**config.mk**
```make
export PLATFORM = sky130hd
export DESIGN_NAME = slip_receive_decoder_fifo
export DESIGN_NICKNAME = d
export VERILOG_FILES = /design/src/hw/rtl/srdf_pkg.sv /design/src/hw/rtl/slip_receive_decoder_fifo.sv /design/src/hw/rtl/srdf_mem.sv /design/src/hw/rtl/srdf_ctrl.sv
export SDC_FILE = /design/constraint.sdc
export NUM_CORES = 1
export LEC_CHECK = 0
export BUFFER_PORTS_ARGS = -buffer_cell sky130_fd_sc_hd__buf_2
export CORE_MARGIN = 2
export CORE_UTILIZATION = 50
export CTS_CLUSTER_DIAMETER = 40
export DETAILED_ROUTE_END_ITERATION = 12
export GPL_TIMING_DRIVEN = 0
export MAX_ROUTING_LAYER = met4
export PLACE_DENSITY = 0.63
export SLEW_MARGIN = 20
export SYNTH_ARGS = -nofsm -noshare
export SYNTH_HDL_FRONTEND = slang
export SYNTH_SLANG_ARGS = --single-unit
```
**constraint.sdc**
```tcl
create_clock -name clk -period 4.75 [get_ports clk]
set_clock_uncertainty 0.05 [all_clocks]
set_input_delay 0.7125 -clock clk [delete_from_list [all_inputs] [get_ports clk]]
set_output_delay 0.7125 -clock clk [all_outputs]
set_load 0.02 [all_outputs]
```
**src/hw/rtl/srdf_pkg.sv**
```systemverilog
package srdf_pkg;

	// SLIP special codes
	localparam logic [7:0] BYTE_END     = 8'hC0;
	localparam logic [7:0] BYTE_ESC     = 8'hDB;
	localparam logic [7:0] BYTE_ESC_END = 8'hDC;
	localparam logic [7:0] BYTE_ESC_ESC = 8'hDD;

	localparam logic [15:0] TIMEOUT_RESET  = 16'd50;
	localparam logic [15:0] TICKS_MAX      = 16'hFFFF;
	localparam int          FIFO_DEPTH_DEF = 64;

	typedef enum logic [1:0] {
		CMD_RX_BYTE  = 2'd0,
		CMD_RX_ERROR = 2'd1,
		CMD_READ     = 2'd2,
		CMD_TICK     = 2'd3
	} cmd_t;

	// one result from the control stage
	typedef struct packed {
		logic       valid;
		logic       empty;    // read found no byte before the timeout
		logic       from_mem; // data comes from the FIFO read port
		logic [7:0] data;     // bypass byte (or zero)
	} res_t;

endpackage

```
**src/hw/rtl/slip_receive_decoder_fifo.sv**
```systemverilog
// Channel   Direction  tdata            tuser
// s_axis    in         [7:0] rx_byte    [1:0] command (rx byte/error/read/tick)
// m_axis    out        [7:0] read_data  [0] read_empty
// cfg       in         cfg_wr_data[15:0] = read timeout in ticks, no read-back
//
// One transaction per cycle while m_axis does not stall; a result, if any, passes
// the input register, then the result register, on its way to m_axis.
// The FIFO read port is registered, so popped data is muxed in at the output.
// arst_n clears flags, pointers, counters and sets the timeout to 50 ticks.
// An m_axis stall holds both stages; s_axis stays ready while stage 1 is
// empty or moving on.
module slip_receive_decoder_fifo #(
	parameter int FIFO_DEPTH = srdf_pkg::FIFO_DEPTH_DEF
) (
	input  logic        clk,
	input  logic        arst_n,
	input  logic        s_axis_tvalid,
	output logic        s_axis_tready,
	input  logic [7:0]  s_axis_tdata,   // [7:0] rx_byte
	input  logic [1:0]  s_axis_tuser,   // [1:0] command
	output logic        m_axis_tvalid,
	input  logic        m_axis_tready,
	output logic [7:0]  m_axis_tdata,   // [7:0] read_data
	output logic [0:0]  m_axis_tuser,   // [0] read_empty
	input  logic        cfg_wr_en,
	input  logic [15:0] cfg_wr_data
);
	import srdf_pkg::*;

	localparam int AW = $clog2(FIFO_DEPTH);

	logic [15:0]   timeout_q;

	// stage 1: accepted transaction
	logic          valid_s1;
	cmd_t          cmd_s1;
	logic [7:0]    byte_s1;

	// stage 2: result register
	logic          valid_s2;
	logic          empty_s2;
	logic          from_mem_s2;
	logic [7:0]    byte_s2;

	logic          advance;
	logic          item_en;
	res_t          res;
	logic          wr_en, rd_en;
	logic [AW-1:0] wr_addr, rd_addr;
	logic [7:0]    wr_data, rd_data;

	// stage 1 moves on when the result register is free or being drained
	assign advance       = !valid_s2 || m_axis_tready;
	assign item_en       = valid_s1 && advance;
	assign s_axis_tready = !valid_s1 || advance;

	always_ff @(posedge clk or negedge arst_n) begin
		if (!arst_n) begin
			timeout_q <= TIMEOUT_RESET;
		end else if (cfg_wr_en) begin
			timeout_q <= cfg_wr_data;
		end
	end

	always_ff @(posedge clk or negedge arst_n) begin
		if (!arst_n) begin
			valid_s1 <= 1'b0;
		end else if (s_axis_tready) begin
			valid_s1 <= s_axis_tvalid;
		end
	end

	always_ff @(posedge clk) begin
		if (s_axis_tready && s_axis_tvalid) begin
			cmd_s1  <= cmd_t'(s_axis_tuser);
			byte_s1 <= s_axis_tdata;
		end
	end

	srdf_ctrl #(
		.FIFO_DEPTH(FIFO_DEPTH)
	) u_ctrl (
		.clk     (clk),
		.arst_n  (arst_n),
		.item_en (item_en),
		.cmd     (cmd_s1),
		.rx_byte (byte_s1),
		.timeout (timeout_q),
		.wr_en   (wr_en),
		.wr_addr (wr_addr),
		.wr_data (wr_data),
		.rd_en   (rd_en),
		.rd_addr (rd_addr),
		.res     (res)
	);

	// read data register inside updates only with a pop, which also loads stage 2
	srdf_mem #(
		.FIFO_DEPTH(FIFO_DEPTH)
	) u_mem (
		.clk     (clk),
		.wr_en   (wr_en),
		.wr_addr (wr_addr),
		.wr_data (wr_data),
		.rd_en   (rd_en),
		.rd_addr (rd_addr),
		.rd_data (rd_data)
	);

	always_ff @(posedge clk or negedge arst_n) begin
		if (!arst_n) begin
			valid_s2 <= 1'b0;
		end else if (advance) begin
			valid_s2 <= res.valid;
		end
	end

	always_ff @(posedge clk) begin
		if (advance && res.valid) begin
			empty_s2    <= res.empty;
			from_mem_s2 <= res.from_mem;
			byte_s2     <= res.data;
		end
	end

	assign m_axis_tvalid   = valid_s2;
	assign m_axis_tdata    = from_mem_s2 ? rd_data : byte_s2;
	assign m_axis_tuser[0] = empty_s2;

endmodule

```
**src/hw/rtl/srdf_mem.sv**
```systemverilog
module srdf_mem #(
	parameter int FIFO_DEPTH = 64
) (
	input  logic                          clk,
	input  logic                          wr_en,
	input  logic [$clog2(FIFO_DEPTH)-1:0] wr_addr,
	input  logic [7:0]                    wr_data,
	input  logic                          rd_en,
	input  logic [$clog2(FIFO_DEPTH)-1:0] rd_addr,
	output logic [7:0]                    rd_data
);

	logic [7:0] mem [FIFO_DEPTH];
	logic [7:0] rd_data_q;

	always_ff @(posedge clk) begin
		if (wr_en) begin
			mem[wr_addr] <= wr_data;
		end
	end

	always_ff @(posedge clk) begin
		if (rd_en) begin
			rd_data_q <= mem[rd_addr];
		end
	end

	assign rd_data = rd_data_q;

endmodule

```
**src/hw/rtl/srdf_ctrl.sv**
```systemverilog
module srdf_ctrl #(
	parameter int FIFO_DEPTH = 64
) (
	input  logic                          clk,
	input  logic                          arst_n,
	input  logic                          item_en,
	input  srdf_pkg::cmd_t                cmd,
	input  logic [7:0]                    rx_byte,
	input  logic [15:0]                   timeout,
	output logic                          wr_en,
	output logic [$clog2(FIFO_DEPTH)-1:0] wr_addr,
	output logic [7:0]                    wr_data,
	output logic                          rd_en,
	output logic [$clog2(FIFO_DEPTH)-1:0] rd_addr,
	output srdf_pkg::res_t                res
);
	import srdf_pkg::*;

	localparam int AW = $clog2(FIFO_DEPTH);
	localparam int CW = $clog2(FIFO_DEPTH + 1);
	localparam logic [AW-1:0] LAST_IDX = AW'(FIFO_DEPTH - 1);
	localparam logic [CW-1:0] FULL_CNT = CW'(FIFO_DEPTH);

	logic          esc_q, esc_d;
	logic [AW-1:0] widx_q, widx_d;
	logic [AW-1:0] ridx_q, ridx_d;
	logic [CW-1:0] fill_q, fill_d;
	logic          wait_q, wait_d;
	logic [15:0]   ticks_q, ticks_d;

	logic          push_req;
	logic [7:0]    dec_byte;
	logic [15:0]   ticks_inc;

	// decode one received byte
	always_comb begin
		push_req = (rx_byte != BYTE_END) && (rx_byte != BYTE_ESC);
		dec_byte = rx_byte;
		if (esc_q && rx_byte == BYTE_ESC_END) begin
			dec_byte = BYTE_END;
		end else if (esc_q && rx_byte == BYTE_ESC_ESC) begin
			dec_byte = BYTE_ESC;
		end
		ticks_inc = (ticks_q == TICKS_MAX) ? ticks_q : ticks_q + 16'd1;
	end

	always_comb begin
		esc_d   = esc_q;
		widx_d  = widx_q;
		ridx_d  = ridx_q;
		fill_d  = fill_q;
		wait_d  = wait_q;
		ticks_d = ticks_q;
		wr_en   = 1'b0;
		rd_en   = 1'b0;
		res     = '0;
		if (item_en) begin
			case (cmd)
				CMD_RX_BYTE: begin
					if (rx_byte == BYTE_ESC) begin
						esc_d = 1'b1;
					end else if (push_req) begin
						esc_d = 1'b0;
					end
					if (push_req) begin
						if (wait_q) begin
							// FIFO is empty while waiting: hand byte straight out
							wait_d    = 1'b0;
							res.valid = 1'b1;
							res.data  = dec_byte;
						end else if (fill_q < FULL_CNT) begin
							wr_en  = 1'b1;
							widx_d = (widx_q == LAST_IDX) ? '0 : widx_q + AW'(1);
							fill_d = fill_q + CW'(1);
						end
					end
				end
				CMD_READ: begin
					if (!wait_q) begin
						if (fill_q != '0) begin
							rd_en        = 1'b1;
							ridx_d       = (ridx_q == LAST_IDX) ? '0 : ridx_q + AW'(1);
							fill_d       = fill_q - CW'(1);
							res.valid    = 1'b1;
							res.from_mem = 1'b1;
						end else if (timeout == '0) begin
							res.valid = 1'b1;
							res.empty = 1'b1;
						end else begin
							wait_d  = 1'b1;
							ticks_d = '0;
						end
					end
				end
				CMD_TICK: begin
					if (wait_q) begin
						ticks_d = ticks_inc;
						if (ticks_inc >= timeout) begin
							wait_d    = 1'b0;
							res.valid = 1'b1;
							res.empty = 1'b1;
						end
					end
				end
				default: begin
					// receive error: byte dropped, nothing changes
				end
			endcase
		end
	end

	assign wr_addr = widx_q;
	assign wr_data = dec_byte;
	assign rd_addr = ridx_q;

	always_ff @(posedge clk or negedge arst_n) begin
		if (!arst_n) begin
			esc_q   <= 1'b0;
			widx_q  <= '0;
			ridx_q  <= '0;
			fill_q  <= '0;
			wait_q  <= 1'b0;
			ticks_q <= '0;
		end else begin
			esc_q   <= esc_d;
			widx_q  <= widx_d;
			ridx_q  <= ridx_d;
			fill_q  <= fill_d;
			wait_q  <= wait_d;
			ticks_q <= ticks_d;
		end
	end

endmodule
```
==> out/metrics.yaml <==
startpoint_type: "register"
ys_seq_elements: 595
yosysWarnings: 0
post_cts_resized: 0
core_area_um2: 47750
n_antenna_cell: 0
ios: 42
synthAdderAreaFrac_pct: 1.322
fin_util_pct: 59.19
clock-sinks: 595
synth_top_family_by_area: "multiplexers"
reg2regPathDepth: 13
period_minus_slack_ns: 4.297
synth.area.mux_share_pct: 13.06
drt_iter0_markers: 1549
dieArea_um2: 50250
synth_ff_type: "edfxtp_1"
syn_area_um2: 24240
ys_types: 71
post-place-cells: 1991
drv_cap: 0
syn_inst: 1331
vias: 13363
power.total_uw: 16270
grt_overflow_total: 0
maxSlewHeadroom_pct: 16.00
antenna_found_initial: 0
outcome: "complete, no violations"
clkLatencyLatePin_ns: 0.62
yosys.area.top_type_share_pct: 66.90
synth_edf_count: 540
port_buffers: 41
final_cell_count_no_fill: 2147
holdBufCountCts: 0
place_congestion: 0.9566
ir_drop_mv: 0.3077
arrival_ns: 4.48
avgRoutedWirePerCell_um: 28.03
grt_pass1_wl_mm: 88.27
synth_compound_area_share_pct: 5.131
slew_violations: 0
cp_cell_sequence: "clkbuf_1 > nand3_1 > nor4_2 > a21oi_1 > nand3_1 > xnor2_1 > ha_1 > and4_1 > nand2_1 > a41o_1 > a31oi_1 > a211oi_1 > nor2_1"
hold_viol: 0
regToRegSetupSlack_ns: 0.45
async_flop_share_pct: 9.244
start_util_pct: 50.76
path_common_cell: "nand3_1"
dpl.hpwl_mm: 38.45
setup_viol: 0
tritoncts: "built"
crit_path_end_kind: "register"
totalWireLength_mm: 60.18
rsz0062_at_grt: "no"
critical-path-slowest-cell: "nor2_1"
syn_to_final_growth_pct: 16.60
root_buffer: "clkbuf_16"
timing.fmax_ghz: 0.2327
cts.htree.levels: 3
firstDrtPassIters: 7
synth-xor-area-share_pct: 0.8311
drc: 0
cts_buffer_depth: 3
layout-drive-gt1-share_pct: 24.67
synth_area_leader_cell: "edfxtp_1"
grtUsageTotal_pct: 25.38
ys_seq_area_share_pct: 72.60
synthTopCellsByArea: "edfxtp_1 67%, mux4_2 11%, dfrtp_1 5.4%"
r2r-start: "u_ctrl.ticks_q[7]"
syn-num-nets: 1387
numCtsBuffers: 83
crit_type: "register to register"
die_h_um: 224.2
grt_start_max_net_pins: 66
postCtsSetupRepairBufs: 0
clk_pin_slew_ns: 0.06
grt_pass1_vias: 13179
cp_max_fo: 10
synth-simple-area-share_pct: 5.204
die_w_um: 224.2
drtAntennaViolNets: 0
timing.final.crit_share_pct: 90.46
whs_ns: 0.1104
hold_class: "input port to async pin"
critPathRequiredTime_ns: 4.94
r2r-end: "m_axis_tuser"
leakage_uw: 0.009449
avgSynthCellArea_um2: 18.21
setup_tns_ns: 0
vias_per_cell: 6.224
fin_nets: 1517
max_stage_delay_ns: 0.70
pwr_density_cell_nw_per_um2: 575.8
worst_pin_slew_ns: 1.260
rows: 80
## stage by stage
step	setup slack, ns	area, um2
after detailed placement	0.4729	25350
after global placement	-0.2584	25210
after global routing	0.01560	28260
final	0.4531	28260
after CTS	0.4850	28260
after floorplan	1.249	24240
## where the power goes
part / switching (uW) / internal (uW)
Sequential: 128 / 5910
Combinational: 2300 / 1540
Clock: 2410 / 3990
## cells in the mapped netlist, types with 5 or more instances
| cell type | n |
|---|---|
| a211o_1 | 5 |
| a211oi_1 | 11 |
| a21oi_1 | 18 |
| a221oi_1 | 14 |
| a22o_1 | 21 |
| a22oi_1 | 15 |
| a31oi_1 | 6 |
| and2_1 | 5 |
| and3_1 | 14 |
| buf_1 | 7 |
| buf_2 | 14 |
| buf_4 | 7 |
| clkbuf_1 | 42 |
| dfrtp_1 | 52 |
| edfxtp_1 | 540 |
| ha_1 | 24 |
| inv_1 | 26 |
| mux2_2 | 18 |
| mux2i_1 | 26 |
| mux4_2 | 120 |
| nand2_1 | 53 |
| nand3_1 | 25 |
| nand4_1 | 11 |
| nor2_1 | 88 |
| nor2b_1 | 8 |
| nor4_1 | 7 |
| o21a_1 | 5 |
| o21ai_0 | 37 |
| o221ai_1 | 7 |
| o31ai_1 | 6 |
| or3_1 | 9 |
| xnor2_1 | 19 |
## layout make-up
cell class	count	area, um2
clock buffer	92	2153
sequential	595	17600
multi-input combinational	636	6215
buffer	74	367.9
inverter	26	97.59
clock inverter	64	759.5
tap	615	769.5
fill	3482	19480
timing repair buffer	45	302.8
## worst max-delay path by stage
| stage | startpoint | endpoint | slack (ns) |
|---|---|---|---|
| detailed placement | u_ctrl.ticks_q[7] | byte_s2[5] | 0.47 |
| global route | u_ctrl.ticks_q[7] | m_axis_tuser | 0.02 |
| finish | u_ctrl.ticks_q[7] | m_axis_tuser | 0.45 |
| floorplan | u_ctrl.ticks_q[7] | byte_s2[0] | 1.25 |
| CTS | u_ctrl.ticks_q[7] | m_axis_tuser | 0.49 |
| global placement | byte_s1[3] | u_mem.mem[24][1] | -0.26 |
## layer usage
layer	GRT usage [%]	part of all wire (%)	wire, um
met4	8.524	2.4	1438
met5	-	0	0
met3	4.669	8.5	5114
met1	35.71	41	24930
met2	37.90	48	28700
## layout by cell type (no fill, tap or decap), types with 8 or more instances in the layout
| cell type | count |
|---|---|
| clkinvlp_4 | 10 |
| edfxtp_1 | 540 |
| nand4_1 | 11 |
| clkinv_2 | 9 |
| mux2_2 | 18 |
| a22oi_1 | 15 |
| nand2_1 | 53 |
| ha_1 | 24 |
| inv_1 | 26 |
| o21ai_0 | 37 |
| xnor2_1 | 19 |
| a221oi_1 | 14 |
| nor2b_1 | 8 |
| clkbuf_16 | 85 |
| nand3_1 | 25 |
| inv_6 | 13 |
| dfrtp_1 | 52 |
| nor2_1 | 88 |
| a21oi_1 | 18 |
| buf_4 | 8 |
| or3_1 | 9 |
| mux4_2 | 120 |
| bufinv_16 | 12 |
| a22o_1 | 21 |
| clkinv_4 | 9 |
| clkbuf_1 | 44 |
| a211oi_1 | 11 |
| and3_1 | 14 |
| buf_2 | 54 |
| mux2i_1 | 26 |
## cell families after synthesis
kind of cell / Yosys count
flip-flops: 595
AND/OR/NAND/NOR: 252
AO/OA/AOI/OAI: 172
multiplexers: 164
buffers and inverters: 100
adder cells (fa/ha/maj): 25
XOR/XNOR: 23
## sequential cells by signal, indices dropped and copies added, names as in the netlist, 2 cells and up
register	cells
u_ctrl.fill_q	7
u_mem.mem	512
u_ctrl.wr_addr	6
cmd_s1	2
byte_s2	8
timeout_q	16
u_ctrl.ticks_q	16
u_mem.rd_data	8
byte_s1	8
u_ctrl.rd_addr	6
## worst max-delay path, delay by kind of cell (launching register included)
family / cells / cell delay (ns)
AND/OR/NAND/NOR: 6 / 1.97
AO/OA/AOI/OAI: 4 / 0.92
flip-flops: 1 / 0.32
adder cells (fa/ha/maj): 1 / 0.32
buffers and inverters: 1 / 0.23
XOR/XNOR: 1 / 0.10
(Power assumes the default switching activity.)
